<file path="config.mk">
export PLATFORM = sky130hd
export DESIGN_NAME = fasta_to_nucleotide_code_parser
export DESIGN_NICKNAME = d
export VERILOG_FILES = /design/src/fnp_pkg.sv /design/src/fnp_front.sv /design/src/fnp_queue.sv /design/src/fnp_back.sv /design/src/fasta_to_nucleotide_code_parser.sv
export SDC_FILE = /design/constraint.sdc
export NUM_CORES = 1
export LEC_CHECK = 0
export ABC_CLOCK_PERIOD_IN_PS = 8780
export BUFFER_PORTS_ARGS = -buffer_cell sky130_fd_sc_hd__buf_4
export CAP_MARGIN = 20
export CORE_MARGIN = 3
export CORE_UTILIZATION = 35
export DETAILED_ROUTE_END_ITERATION = 7
export GPL_ROUTABILITY_DRIVEN = 0
export PLACE_DENSITY = 0.54
export SLEW_MARGIN = 10
export SYNTH_ARGS = -nofsm -noshare
export SYNTH_HDL_FRONTEND = slang
export SYNTH_HIERARCHICAL = 1
export SYNTH_SLANG_ARGS = --single-unit
export TNS_END_PERCENT = 20
</file>
<file path="constraint.sdc">
create_clock -name clock -period 8.78 [get_ports clock]
set_clock_uncertainty 0.15 [all_clocks]
set_input_delay 0.439 -clock clock [delete_from_list [all_inputs] [get_ports clock]]
set_output_delay 0.439 -clock clock [all_outputs]
set_load 0.05 [all_outputs]
</file>
<file path="src/fnp_pkg.sv">
// shared types, constants and the nucleotide code table for the fasta parser
// no dependencies
package fnp_pkg;

   localparam int unsigned MAX_RECORDS     = 4096;
   localparam int unsigned MAX_SEQ_LENGTH  = 1048576;
   localparam int unsigned MAX_NAME_LENGTH = 1024;

   localparam logic [7:0] CHAR_GT    = 8'h3E;
   localparam logic [7:0] CHAR_CR    = 8'h0D;
   localparam logic [7:0] CHAR_LF    = 8'h0A;
   localparam logic [7:0] CHAR_TAB   = 8'h09;
   localparam logic [7:0] CHAR_SPACE = 8'h20;

   typedef enum logic [1:0] {
      MODE_BEFORE = 2'd0,
      MODE_NAME   = 2'd1,
      MODE_SEQ    = 2'd2,
      MODE_DONE   = 2'd3
   } mode_type;

   typedef enum logic [2:0] {
      KIND_SKIP   = 3'd0,
      KIND_NAME   = 3'd1,
      KIND_BASE   = 3'd2,
      KIND_START  = 3'd3,
      KIND_OK     = 3'd4,
      KIND_ERROR  = 3'd5
   } kind_type;

   typedef enum logic [2:0] {
      ERR_NONE     = 3'd0,
      ERR_TOO_MANY = 3'd1,
      ERR_LENGTH   = 3'd2,
      ERR_INVALID  = 3'd3,
      ERR_COUNT    = 3'd4,
      ERR_SIZE     = 3'd5
   } err_type;

   // classified word handed from front to back
   typedef struct packed {
      logic       eof;
      logic       is_gt;
      logic       is_crlf;
      logic       is_ws;
      logic [7:0] data;
      logic [7:0] code;
   } fnp_entry_type;

   function automatic logic [7:0] nuc_code(input logic [7:0] ch);
      logic [7:0] code;
      case (ch)
         8'h2D:        code = 8'h04;
         8'h3F:        code = 8'h02;
         8'h41, 8'h61: code = 8'h88;
         8'h47, 8'h67: code = 8'h48;
         8'h43, 8'h63: code = 8'h28;
         8'h54, 8'h74: code = 8'h18;
         8'h52, 8'h72: code = 8'hC0;
         8'h4D, 8'h6D: code = 8'hA0;
         8'h57, 8'h77: code = 8'h90;
         8'h53, 8'h73: code = 8'h60;
         8'h4B, 8'h6B: code = 8'h50;
         8'h59, 8'h79: code = 8'h30;
         8'h56, 8'h76: code = 8'hE0;
         8'h48, 8'h68: code = 8'hB0;
         8'h44, 8'h64: code = 8'hD0;
         8'h42, 8'h62: code = 8'h70;
         8'h4E, 8'h6E: code = 8'hF0;
         default:      code = 8'h00;
      endcase
      return code;
   endfunction

endpackage

</file>
<file path="src/fnp_front.sv">
// front end: input handshake and byte classification with code lookup
// depends on fnp_pkg
module fnp_front
   import fnp_pkg::*;
(
   input  logic          req_valid,
   output logic          req_ready,
   input  logic          req_operation,
   input  logic [7:0]    req_data_byte,
   input  logic          q_full,
   output logic          q_push,
   output fnp_entry_type q_entry
);

   assign req_ready = !q_full;
   assign q_push    = req_valid && !q_full;

   always_comb begin
      q_entry.eof     = req_operation;
      q_entry.data    = req_data_byte;
      q_entry.code    = nuc_code(req_data_byte);
      q_entry.is_gt   = (req_data_byte == CHAR_GT);
      q_entry.is_crlf = (req_data_byte == CHAR_CR) || (req_data_byte == CHAR_LF);
      q_entry.is_ws   = (req_data_byte == CHAR_TAB) || (req_data_byte == CHAR_SPACE);
   end

endmodule

</file>
<file path="src/fnp_queue.sv">
// two-word queue between front and back
// depends on fnp_pkg
module fnp_queue
   import fnp_pkg::*;
(
   input  logic          clock,
   input  logic          reset,
   input  logic          push,
   input  fnp_entry_type push_entry,
   output logic          full,
   input  logic          pop,
   output logic          empty,
   output fnp_entry_type head
);

   fnp_entry_type slot_ff [2];
   logic          wr_ptr_ff, wr_ptr_in;
   logic          rd_ptr_ff, rd_ptr_in;
   logic [1:0]    count_ff, count_in;

   assign full  = (count_ff == 2'd2);
   assign empty = (count_ff == 2'd0);
   assign head  = slot_ff[rd_ptr_ff];

   always_comb begin
      wr_ptr_in = push ? !wr_ptr_ff : wr_ptr_ff;
      rd_ptr_in = pop ? !rd_ptr_ff : rd_ptr_ff;
      count_in  = count_ff + {1'b0, push} - {1'b0, pop};
   end

   always_ff @(posedge clock) begin
      if (reset) begin
         wr_ptr_ff <= 1'b0;
         rd_ptr_ff <= 1'b0;
         count_ff  <= 2'd0;
      end else begin
         wr_ptr_ff <= wr_ptr_in;
         rd_ptr_ff <= rd_ptr_in;
         count_ff  <= count_in;
      end
   end

   always_ff @(posedge clock) begin
      if (push) begin
         slot_ff[wr_ptr_ff] <= push_entry;
      end
   end

`ifndef SYNTH
   a_no_overflow: assert property (@(posedge clock) disable iff (reset)
      push |-> !full) else $error("queue push while full");
   a_no_underflow: assert property (@(posedge clock) disable iff (reset)
      pop |-> !empty) else $error("queue pop while empty");
   a_count_range: assert property (@(posedge clock) disable iff (reset)
      count_ff <= 2'd2) else $error("queue count out of range");
`endif

endmodule

</file>
<file path="src/fnp_back.sv">
// back end: parse state, error tracking, configuration register and result register
// depends on fnp_pkg
module fnp_back
   import fnp_pkg::*;
(
   input  logic          clock,
   input  logic          reset,
   input  logic          csr_wr_en,
   input  logic [12:0]   csr_wr_data,
   input  logic          q_empty,
   input  fnp_entry_type q_head,
   output logic          q_pop,
   output logic          rsp_valid,
   input  logic          rsp_ready,
   output logic [2:0]    rsp_kind,
   output logic [7:0]    rsp_value,
   output logic [11:0]   rsp_record_index,
   output logic [19:0]   rsp_position,
   output logic [31:0]   rsp_address,
   output logic [2:0]    rsp_error_code,
   output logic [31:0]   rsp_known_count
);

   logic [12:0] exp_seq_ff;
   mode_type    mode_ff, mode_in;
   logic [12:0] rec_cnt_ff, rec_cnt_in;
   logic [10:0] name_len_ff, name_len_in;
   logic [20:0] base_pos_ff, base_pos_in;
   logic [20:0] first_len_ff, first_len_in;
   logic        first_known_ff, first_known_in;
   logic [31:0] rec_base_ff, rec_base_in;
   logic [31:0] known_ff, known_in;
   err_type     sticky_ff, sticky_in;

   logic        valid_ff;
   kind_type    kind_ff, kind_in;
   logic [7:0]  value_ff, value_in;
   logic [11:0] index_ff, index_in;
   logic [19:0] pos_ff, pos_in;
   logic [31:0] addr_ff, addr_in;
   err_type     err_ff, err_in;
   logic [31:0] count_ff;

   logic        close_err;
   logic [20:0] close_len;
   logic [20:0] gt_len;
   logic        gt_known;
   logic [13:0] rec_inc;
   logic [12:0] idx_wide;
   err_type     err;

   assign q_pop = !q_empty && (!valid_ff || rsp_ready);

   always_comb begin
      mode_in        = mode_ff;
      rec_cnt_in     = rec_cnt_ff;
      name_len_in    = name_len_ff;
      base_pos_in    = base_pos_ff;
      first_len_in   = first_len_ff;
      first_known_in = first_known_ff;
      rec_base_in    = rec_base_ff;
      known_in       = known_ff;
      sticky_in      = sticky_ff;
      kind_in        = KIND_SKIP;
      value_in       = 8'd0;
      pos_in         = 20'd0;
      addr_in        = 32'd0;
      err_in         = ERR_NONE;
      err            = ERR_NONE;

      close_err = first_known_ff && (base_pos_ff != first_len_ff);
      close_len = first_known_ff ? first_len_ff : base_pos_ff;
      gt_len    = (mode_ff == MODE_SEQ) ? close_len : first_len_ff;
      gt_known  = (mode_ff == MODE_SEQ) ? 1'b1 : first_known_ff;
      rec_inc   = {1'b0, rec_cnt_ff} + 14'd1;

      if (sticky_ff != ERR_NONE) begin
         kind_in = KIND_ERROR;
         err_in  = sticky_ff;
      end else if (mode_ff == MODE_DONE) begin
         kind_in = KIND_OK;
      end else if (q_head.eof) begin
         if (mode_ff != MODE_BEFORE && close_err) begin
            err = ERR_LENGTH;
         end else if (rec_cnt_ff != exp_seq_ff) begin
            err = ERR_COUNT;
         end
         if (mode_ff != MODE_BEFORE) begin
            first_len_in   = close_len;
            first_known_in = 1'b1;
         end
         if (err != ERR_NONE) begin
            sticky_in = err;
            kind_in   = KIND_ERROR;
            err_in    = err;
         end else begin
            mode_in = MODE_DONE;
            kind_in = KIND_OK;
         end
      end else if (mode_ff == MODE_NAME) begin
         if (q_head.is_crlf) begin
            mode_in = MODE_SEQ;
         end else if (name_len_ff >= 11'(MAX_NAME_LENGTH)) begin
            sticky_in = ERR_SIZE;
            kind_in   = KIND_ERROR;
            err_in    = ERR_SIZE;
         end else begin
            kind_in     = KIND_NAME;
            value_in    = q_head.data;
            pos_in      = 20'(name_len_ff);
            name_len_in = name_len_ff + 11'd1;
         end
      end else if (q_head.is_gt) begin
         if (mode_ff == MODE_SEQ && close_err) begin
            err = ERR_LENGTH;
         end else if (rec_inc > {1'b0, exp_seq_ff}) begin
            err = ERR_TOO_MANY;
         end else if (rec_inc > 14'(MAX_RECORDS)) begin
            err = ERR_SIZE;
         end
         first_len_in   = gt_len;
         first_known_in = gt_known;
         if (err != ERR_NONE) begin
            sticky_in = err;
            kind_in   = KIND_ERROR;
            err_in    = err;
         end else begin
            if (rec_cnt_ff != 13'd0) begin
               rec_base_in = rec_base_ff + 32'(gt_len);
            end
            rec_cnt_in  = rec_inc[12:0];
            name_len_in = 11'd0;
            base_pos_in = 21'd0;
            mode_in     = MODE_NAME;
            kind_in     = KIND_START;
            addr_in     = rec_base_in;
         end
      end else if (mode_ff == MODE_BEFORE || q_head.is_crlf || q_head.is_ws) begin
         kind_in = KIND_SKIP;
      end else begin
         if (q_head.code == 8'd0) begin
            err = ERR_INVALID;
         end else if (first_known_ff && base_pos_ff >= first_len_ff) begin
            err = ERR_LENGTH;
         end else if (base_pos_ff >= 21'(MAX_SEQ_LENGTH)) begin
            err = ERR_SIZE;
         end
         if (err != ERR_NONE) begin
            sticky_in = err;
            kind_in   = KIND_ERROR;
            err_in    = err;
         end else begin
            if (q_head.code[3] && known_ff != 32'hFFFF_FFFF) begin
               known_in = known_ff + 32'd1;
            end
            kind_in     = KIND_BASE;
            value_in    = q_head.code;
            pos_in      = base_pos_ff[19:0];
            addr_in     = rec_base_ff + 32'(base_pos_ff);
            base_pos_in = base_pos_ff + 21'd1;
         end
      end

      idx_wide = (rec_cnt_in != 13'd0) ? rec_cnt_in - 13'd1 : 13'd0;
      index_in = idx_wide[11:0];
   end

   always_ff @(posedge clock) begin
      if (reset) begin
         exp_seq_ff     <= 13'd1;
         mode_ff        <= MODE_BEFORE;
         rec_cnt_ff     <= 13'd0;
         name_len_ff    <= 11'd0;
         base_pos_ff    <= 21'd0;
         first_len_ff   <= 21'd0;
         first_known_ff <= 1'b0;
         rec_base_ff    <= 32'd0;
         known_ff       <= 32'd0;
         sticky_ff      <= ERR_NONE;
         valid_ff       <= 1'b0;
      end else begin
         if (csr_wr_en) begin
            exp_seq_ff <= csr_wr_data;
         end
         if (q_pop) begin
            mode_ff        <= mode_in;
            rec_cnt_ff     <= rec_cnt_in;
            name_len_ff    <= name_len_in;
            base_pos_ff    <= base_pos_in;
            first_len_ff   <= first_len_in;
            first_known_ff <= first_known_in;
            rec_base_ff    <= rec_base_in;
            known_ff       <= known_in;
            sticky_ff      <= sticky_in;
            valid_ff       <= 1'b1;
         end else if (rsp_ready) begin
            valid_ff <= 1'b0;
         end
      end
   end

   always_ff @(posedge clock) begin
      if (q_pop) begin
         kind_ff  <= kind_in;
         value_ff <= value_in;
         index_ff <= index_in;
         pos_ff   <= pos_in;
         addr_ff  <= addr_in;
         err_ff   <= err_in;
         count_ff <= known_in;
      end
   end

   assign rsp_valid        = valid_ff;
   assign rsp_kind         = kind_ff;
   assign rsp_value        = value_ff;
   assign rsp_record_index = index_ff;
   assign rsp_position     = pos_ff;
   assign rsp_address      = addr_ff;
   assign rsp_error_code   = err_ff;
   assign rsp_known_count  = count_ff;

`ifndef SYNTH
   a_sticky_holds: assert property (@(posedge clock) disable iff (reset)
      sticky_ff != ERR_NONE |=> sticky_ff == $past(sticky_ff))
      else $error("sticky error changed");
   a_err_only_on_error: assert property (@(posedge clock) disable iff (reset)
      valid_ff && kind_ff != KIND_ERROR |-> err_ff == ERR_NONE)
      else $error("error code on non-error word");
   a_error_has_code: assert property (@(posedge clock) disable iff (reset)
      valid_ff && kind_ff == KIND_ERROR |-> err_ff != ERR_NONE)
      else $error("error word without code");
   a_done_after_ok: assert property (@(posedge clock) disable iff (reset)
      mode_ff == MODE_DONE |=> mode_ff == MODE_DONE)
      else $error("left done mode");
`endif

endmodule

</file>
<file path="src/fasta_to_nucleotide_code_parser.sv">
// top level of the fasta parser: front end, two-word queue, back end
// depends on fnp_pkg, fnp_front, fnp_queue, fnp_back
//
// Takes one FASTA byte (or an end-of-file word) per cycle while the queue has room and
// returns one result word per input word, in order, at one word per clock while the output
// is not stalled. A word leaves the front end the cycle it is accepted, is written into a
// two-word queue, and the back end turns it into a result through the code table lookup and
// the counter and address adders, held in the result register. The two-word queue lets
// the next word be accepted while a result waits to be taken. expected_sequences may be
// written only while the block is idle.
module fasta_to_nucleotide_code_parser
   import fnp_pkg::*;
(
   input  logic        clock,
   input  logic        reset,
   input  logic        csr_wr_en,
   input  logic [12:0] csr_wr_data,
   input  logic        req_valid,
   output logic        req_ready,
   input  logic        req_operation,
   input  logic [7:0]  req_data_byte,
   output logic        rsp_valid,
   input  logic        rsp_ready,
   output logic [2:0]  rsp_kind,
   output logic [7:0]  rsp_value,
   output logic [11:0] rsp_record_index,
   output logic [19:0] rsp_position,
   output logic [31:0] rsp_address,
   output logic [2:0]  rsp_error_code,
   output logic [31:0] rsp_known_count
);

   logic          q_full;
   logic          q_push;
   logic          q_pop;
   logic          q_empty;
   fnp_entry_type q_entry;
   fnp_entry_type q_head;

   fnp_front u_front (
      .req_valid     (req_valid),
      .req_ready     (req_ready),
      .req_operation (req_operation),
      .req_data_byte (req_data_byte),
      .q_full        (q_full),
      .q_push        (q_push),
      .q_entry       (q_entry)
   );

   fnp_queue u_queue (
      .clock      (clock),
      .reset      (reset),
      .push       (q_push),
      .push_entry (q_entry),
      .full       (q_full),
      .pop        (q_pop),
      .empty      (q_empty),
      .head       (q_head)
   );

   fnp_back u_back (
      .clock            (clock),
      .reset            (reset),
      .csr_wr_en        (csr_wr_en),
      .csr_wr_data      (csr_wr_data),
      .q_empty          (q_empty),
      .q_head           (q_head),
      .q_pop            (q_pop),
      .rsp_valid        (rsp_valid),
      .rsp_ready        (rsp_ready),
      .rsp_kind         (rsp_kind),
      .rsp_value        (rsp_value),
      .rsp_record_index (rsp_record_index),
      .rsp_position     (rsp_position),
      .rsp_address      (rsp_address),
      .rsp_error_code   (rsp_error_code),
      .rsp_known_count  (rsp_known_count)
   );

endmodule

</file>
==> results of run 1 <==
[worst max-delay path, stage by stage, from the launching register on]
cell and delay (ns):
dfxtp_1 0.64, ha_1 0.48, nand3_4 0.19, nor2_4 0.22
nand3_1 0.22, xnor2_1 0.20, ha_1 0.30, nand3_1 0.10
nor4_1 0.27, o21ai_0 0.13, o31ai_1 0.44, a31oi_4 0.20
nor4_2 0.81, mux2i_1 0.40, ha_1 0.21, nand2b_1 0.06
nor4_2 0.82, a41o_1 0.17, nor2_1 0.04
[repair_timing]
action / in CTS / in global routing
endpoints found under the hold margin: 28 / 0
buffers inserted: 0 / 0
hold buffers: 21 / 0
resized for setup: 0 / 0
endpoints found under the setup margin: 0 / 0
[cell usage after synthesis (17+ instances only)]
| cell | n |
|---|---|
| nor4_1 | 21 |
| a22oi_1 | 23 |
| nand4_1 | 29 |
| or3_1 | 20 |
| nor3_1 | 44 |
| nand3_1 | 58 |
| o21ai_0 | 83 |
| clkbuf_1 | 84 |
| mux2i_1 | 35 |
| edfxtp_1 | 150 |
| o22ai_1 | 42 |
| and2_1 | 17 |
| dfxtp_1 | 155 |
| xor2_1 | 82 |
| and3_1 | 28 |
| nor2_1 | 287 |
| a21oi_1 | 119 |
| mux2_1 | 20 |
| nand2_1 | 153 |
| xnor2_1 | 86 |
| a21o_1 | 34 |
| ha_1 | 90 |
| inv_1 | 67 |
[area by class of cell]
class / count / area share, %
multi-input cells: 1507 / 46.2
flip-flops and latches: 305 / 35.9
repair buffers: 180 / 6.63
clock buffers: 41 / 4.53
well taps: 672 / 3.96
clock inverters: 27 / 1.59
inverters: 69 / 1.24
[flip-flops by register name, indices dropped and copies added (netlist names), named ones only]
register and flops:
u_back/base_pos_ff 21, u_back/exp_seq_ff 13, u_back/first_known_ff 1, u_back/first_len_ff 21, u_back/known_ff 32, u_back/mode_ff 2, u_back/name_len_ff 11, u_back/rec_base_ff 32
u_back/rec_cnt_ff 13, u_back/rsp_address 32, u_back/rsp_error_code 3, u_back/rsp_kind 3, u_back/rsp_known_count 32, u_back/rsp_position 20, u_back/rsp_record_index 12, u_back/rsp_valid 1
u_back/rsp_value 8, u_back/sticky_ff 3, u_queue/count_ff 2, u_queue/rd_ptr_ff 1, u_queue/slot_ff 40, u_queue/wr_ptr_ff 1
[layer usage]
layer,vias to the layer above,global-route usage [%],wire (um)
met4,0,5.15,1150
li1,7386,-,-
met3,69,2.60,2570
met2,376,29.1,23000
met5,-,0,0
met1,7134,24.1,22600
[how the worst min path moves through the flow]
stage | startpoint | to | slack, ns | cells past startpoint
final | req_data_byte[3] | u_queue/slot_ff[0][11]$_DFFE_PP_ | 0.06 | 1
after global routing | req_data_byte[3] | u_queue/slot_ff[0][11]$_DFFE_PP_ | 0.04 | 1
after CTS | req_data_byte[3] | u_queue/slot_ff[0][11]$_DFFE_PP_ | 0.02 | 1
after detailed placement | u_back/sticky_ff[0]$_SDFFE_PP0P_ | u_back/sticky_ff[0]$_SDFFE_PP0P_ | 0.33 | 2
after global placement | u_back/known_ff[7]$_SDFFE_PP0P_ | u_back/known_ff[7]$_SDFFE_PP0P_ | 0.31 | 2
after floorplan | u_back/known_ff[7]$_SDFFE_PP0P_ | u_back/known_ff[7]$_SDFFE_PP0P_ | 0.31 | 2
[power breakdown]
part / total, uW / switching [uW] / internal, uW
Clock: 1620 / 645 / 978
Sequential: 2050 / 144 / 1910
Combinational: 2810 / 1980 / 831
Total: 6480 / 2760 / 3720
[metrics by stage]
step                cells  util (%)
floorplan            2002         -
global placement     2710      38.8
detailed placement   2710      38.8
CTS                  2799      41.7
global route         2801      41.8
finish               2801      41.8
[kinds of logic after synthesis]
group | after synthesis | synth area share, %
simple gates | 754 | 20.2
other cells | 1 | 0.0206
compound gates | 428 | 15.2
buf+inv | 190 | 4.57
mux | 63 | 3.66
flops | 305 | 41.8
xor+xnor | 169 | 8.21
fa+ha+maj | 92 | 6.40
==> impl_metrics.csv, run 1 <==
group,metric,value,unit
worst_setup_path,startpoint_type,"flip-flop",
grt,antenna_found_initial,1,
synth,ys_async_sr_fraction,0,%
sta,slew_headroom,26.7,%
synth,ys_types,100,
outcome,outcome,"complete, no violations",
clock_network,cts.sinks,305,
power,leakage,0.00821,uW
layout,multi_input_area,9800,um2
synth,synth-edff-count,150,
synth,synth_nets,2121,
layout,drive_gt1_share,13.4,%
routing,vias_per_cell,5.34,
clock_network,clockBufferDepth,3,
worst_setup_path,crit_required,8.93,ns
worst_setup_path,startpoint,"u_back/rec_cnt_ff[0]$_SDFFE_PP0P_",
worst_setup_path,crit_end,"u_back/rsp_record_index[9]$_SDFFCE_PN0P_",
sta,tns,0,ns
floorplanning,dieWidth,234,um
place,placed_cell_area,19700,um2
clock_network,cts_buffers,37,
synth,synth_warnings,6,
floorplanning,die_h,234,um
grt,grt_pass1_wl,78.2,mm
layout,antenna_cells,0,
flow_run,max_cap_violations,0,
worst_setup_path,path_class,"flip-flop to flip-flop",
sta,hold_ws,0.0605,ns
clock_network,cts_tree,"built",
worst_setup_path,regToRegEndpoint,"u_back/rsp_record_index[9]$_SDFFCE_PN0P_",
clock_network,insertion_delay,0.57,ns
worst_setup_path,reg2reg_depth,18,
sta,setup_ws,2.45,ns
synth,yosys-top-cells-area,"edfxtp_1 25%, dfxtp_1 17%, ha_1 6.2%",
sta,final_hold_viol_count,0,
place,dpl.hpwl,34.4,mm
power,ir_worst_vdd,180,uV
routing,antenna_left,0,
sta,max_freq,0.158,GHz
clock_network,h-tree-depth,2,
worst_setup_path,end_kind,"flip-flop",
power,finalPower,6480,uW
clock_network,cts_root_buf,"clkbuf_16",
floorplanning,dieArea,54800,um2
place,pre_cts_ws,2.54,ns
synth,ys_seq_area_share,41.8,%
sta,drv_slew,0,
routing,wl_per_cell,17.6,um
min_path,hold_path_class,"input pin to flip-flop",
sta,final-setup-viol-count,0,
synth,synth_top_area_share,24.7,%
layout,mostFrequentLayoutCells,"286 x nor2_1, 158 x buf_4, 155 x dfxtp_1",
worst_setup_path,critical_path_peak_fanout,15,
grt,grt_max_degree,79,
grt,first_global_vias,14300,
layout,final_common_cell,"nor2_1",
layout,synthToLayoutAreaGrowth,16.5,%
synth,synth_area_leader_cell,"edfxtp_1",
worst_setup_path,crit_arrival,6.48,ns
routing,remaining_drc_errors,0,
floorplanning,core,50800,um2
layout,nFillCells,4952,
place,port_buffers,138,
grt,overflow,0,
routing,drt-initial-drc-count,1260,
sta,worstMarginPinSlew,1.10,ns
synth,syn_avg_cell_area,9.09,um2
sta,finalCriticalPeriod,6.33,ns
synth,ys.flop_type,"dfxtp_1",
worst_setup_path,r2r_slack,2.45,ns
routing,vias,15000,
power,powerDensity,306,nW/um2
clock_network,clk_pin_slew_worst_paths,0.06,ns
synth,synth_area,18200,um2
synth,synth_seq_cells,305,
layout,seqCellArea,7610,um2
floorplanning,pin_count,139,
synth,synthCells,2002,
layout,finalInstanceArea,21200,um2
layout,finalNetCount,2219,
worst_setup_path,rr_startpoint,"u_back/rec_cnt_ff[0]$_SDFFE_PP0P_",
floorplanning,start_util,35.9,%
sta,rsz0062_at_grt,"false",
routing,drtPass1Iterations,6,
sta,post-route-period-util,72.1,%
routing,routed_wl,49.3,mm
grt,grt_usage,17.6,%
floorplanning,core.rowCount,82,
Power figures use the tool's default switching activity.
==> run 2, diff against run 1 <==
--- a/config.mk
+++ b/config.mk
@@ -5,14 +5,14 @@
 export SDC_FILE = /design/constraint.sdc
 export NUM_CORES = 1
 export LEC_CHECK = 0
-export ABC_CLOCK_PERIOD_IN_PS = 8780
+export ABC_CLOCK_PERIOD_IN_PS = 5800
 export BUFFER_PORTS_ARGS = -buffer_cell sky130_fd_sc_hd__buf_4
 export CAP_MARGIN = 20
 export CORE_MARGIN = 3
 export CORE_UTILIZATION = 35
 export DETAILED_ROUTE_END_ITERATION = 7
 export GPL_ROUTABILITY_DRIVEN = 0
-export PLACE_DENSITY = 0.54
+export PLACE_DENSITY = 0.56
 export SLEW_MARGIN = 10
 export SYNTH_ARGS = -nofsm -noshare
 export SYNTH_HDL_FRONTEND = slang
==> constraint.sdc (replaced) <==
create_clock -name clock -period 5.8 [get_ports clock]
set_clock_uncertainty 0.15 [all_clocks]
set_input_delay 0.29 -clock clock [delete_from_list [all_inputs] [get_ports clock]]
set_output_delay 0.29 -clock clock [all_outputs]
set_load 0.05 [all_outputs]
==> run 2 against run 1 <==
Net effect: cell count increased by 0.96%; setup slack got worse by 1.9 ns; largest cell class unchanged; fmax increased by 21%; non-clock buffer count increased by 27; final area increased by 0.66%; routed wire length increased by 0.23%; global-route usage increased by 0.19 points; hold slack got worse by 0.024 ns; register-to-register slack got worse by 1.9 ns; critical path depth unchanged; highest routed layer unchanged; critical endpoint is now u_back/rsp_record_index[6]$_SDFFCE_PN0P_; largest power group unchanged; first-iteration DRC count decreased by 10%.
==> impl_metrics.csv, run 2 (synthesis results as in run 1) <==
group,metric,value,unit
worst_setup_path,rr_startpoint,"u_back/rec_cnt_ff[5]$_SDFFE_PP0P_",
layout,finalNetCount,2246,
power,ir_worst_vdd,208,uV
sta,slew_headroom,31.3,%
routing,wl_per_cell,17.5,um
clock_network,clockBufferDepth,3,
grt,antenna_found_initial,0,
layout,final_common_cell,"nor2_1",
clock_network,cts_tree,"built",
min_path,min_from,"csr_wr_en",
power,finalPower,9710,uW
grt,grt_pass1_wl,78.8,mm
power,intPower,5560,uW
power,p_clk_share,24.0,%
clock_network,h-tree-depth,2,
sta,rsz0062_at_grt,"false",
worst_setup_path,crit_arrival,5.37,ns
sta,drv_slew,0,
layout,largest_reg_flops,40,
layout,top_register,"u_queue/slot_ff",
worst_setup_path,cp_slowest_stage_delay,0.61,ns
clock_network,clk_pin_slew_worst_paths,0.06,ns
min_path,hold_path_class,"input pin to flip-flop",
outcome,outcome,"complete, no violations",
layout,mostFrequentLayoutCells,"286 x nor2_1, 174 x buf_4, 153 x nand2_1",
sta,tns,0,ns
place,pre_cts_ws,0.346,ns
power,pwr-share-seq,32.1,%
grt,overflow,0,
layout,antenna_cells,0,
clock_network,insertion_delay,0.56,ns
floorplanning,pin_count,139,
sta,post-route-period-util,90.2,%
routing,vias,15100,
sta,final_hold_viol_count,0,
floorplanning,core,50800,um2
routing,routed_wl,49.4,mm
sta,finalCriticalPeriod,5.23,ns
layout,final_core_util,42.0,%
sta,final-setup-viol-count,0,
clock_network,cts.sinks,305,
sta,worstMarginPinSlew,1.03,ns
floorplanning,dieWidth,234,um
power,leakage,0.00828,uW
clock_network,cts_buffers,37,
routing,antenna_left,0,
worst_setup_path,crit_required,5.94,ns
worst_setup_path,critical_path_peak_fanout,15,
routing,drtPass1Iterations,5,
power,p_sw,4150,uW
worst_setup_path,startpoint_type,"flip-flop",
worst_setup_path,critPathSlowestCell,"dfxtp_1",
routing,vias_per_cell,5.35,
worst_setup_path,path_class,"flip-flop to flip-flop",
sta,setup_ws,0.570,ns
power,switching_share,42.7,%
place,port_buffers,138,
sta,hold_ws,0.0362,ns
place,dpl.hpwl,34.6,mm
floorplanning,dieArea,54800,um2
layout,nFillCells,5006,
routing,drt-initial-drc-count,1128,
layout,drive_gt1_share,13.6,%
power,powerDensity,455,nW/um2
worst_setup_path,end_kind,"flip-flop",
sta,max_freq,0.191,GHz
worst_setup_path,startpoint,"u_back/rec_cnt_ff[5]$_SDFFE_PP0P_",
grt,grt_usage,17.8,%
clock_network,cts_root_buf,"clkbuf_16",
power,comb_power_share,43.9,%
floorplanning,die_h,234,um
layout,synthToLayoutAreaGrowth,17.3,%
grt,first_global_vias,14400,
floorplanning,start_util,35.9,%
grt,grt_max_degree,69,
worst_setup_path,cp_cell_sequence,"nand3_4, nor3_1, xnor2_1, inv_1, ha_1, a21o_1, a21oi_1, o21ai_1, a311oi_2, a31oi_4, nor4_2, buf_4, mux2i_1, ha_1, o21ai_1, and3_1, a311oi_1, a21oi_1",
floorplanning,core.rowCount,82,
routing,remaining_drc_errors,0,
flow_run,max_cap_violations,0,
-- run 2: metal layers --
layer,GRT usage [%],up-vias,routed length [um],share of wire (%)
li1,-,7422,-,-
met1,24.4,7215,22700,46
met2,29.0,403,23000,47
met3,2.83,85,2380,4.8
met4,5.57,0,1360,2.8
met5,0,-,0,0
-- run 2: final timing paths --
path / slack [ns] / depth (start not counted) / endpoint
setup / recovery: 0.57 / 18 / u_back/rsp_record_index[6]$_SDFFCE_PN0P_
hold / removal: 0.04 / 3 / u_back/exp_seq_ff[2]$_SDFFE_PP0P_
setup reg to reg: 0.57 / 18 / u_back/rsp_record_index[6]$_SDFFCE_PN0P_
hold reg to reg: 0.34 / 2 / u_back/known_ff[7]$_SDFFE_PP0P_
-- run 2: critical path: cells and delay by family (launching register included) --
family / cells / cell delay (ns)
buffers and inverters: 2 / 0.31
flip-flops: 1 / 0.61
XOR/XNOR: 1 / 0.22
AND/OR/NAND/NOR: 4 / 1.15
multiplexers: 1 / 0.31
adder cells (fa/ha/maj): 2 / 0.54
AO/OA/AOI/OAI: 8 / 1.66
-- run 2: cell type report --
class / count / area, um2 / area share, %
clock buffer: 52 / 992 / 4.65
clock inverter: 16 / 213 / 0.996
inverter: 69 / 264 / 1.24
multi-input combinational: 1507 / 9800 / 45.9
sequential: 305 / 7610 / 35.6
tap: 672 / 841 / 3.94
timing repair buffer: 207 / 1640 / 7.66
-- run 2: repair_timing --
action	4_1_cts	5_1_grt
setup buffers	0	0
endpoints found under the setup margin	0	3
resized for setup	0	4
hold buffers	33	0
hold endpoints to repair	32	0
-- run 2: metrics by stage --
step                      std cells  cell area (um2)
after CTS                      2828            21300
after global placement         2727            19800
after floorplan                2002            18200
after global routing           2828            21400
after detailed placement       2727            19800
final                          2828            21400
-- run 2: power by group through the flow --
stage | clock [uW] | sequential, uW | combinational, uW
4_1_cts | 2400 | 3130 | 4280
3_5_place_dp | 0 | 3170 | 4250
5_1_grt | 2500 | 3170 | 4600
3_3_place_gp | 0 | 3170 | 4200
2_1_floorplan | 0 | 4260 | 1950
6_report | 2330 | 3120 | 4260
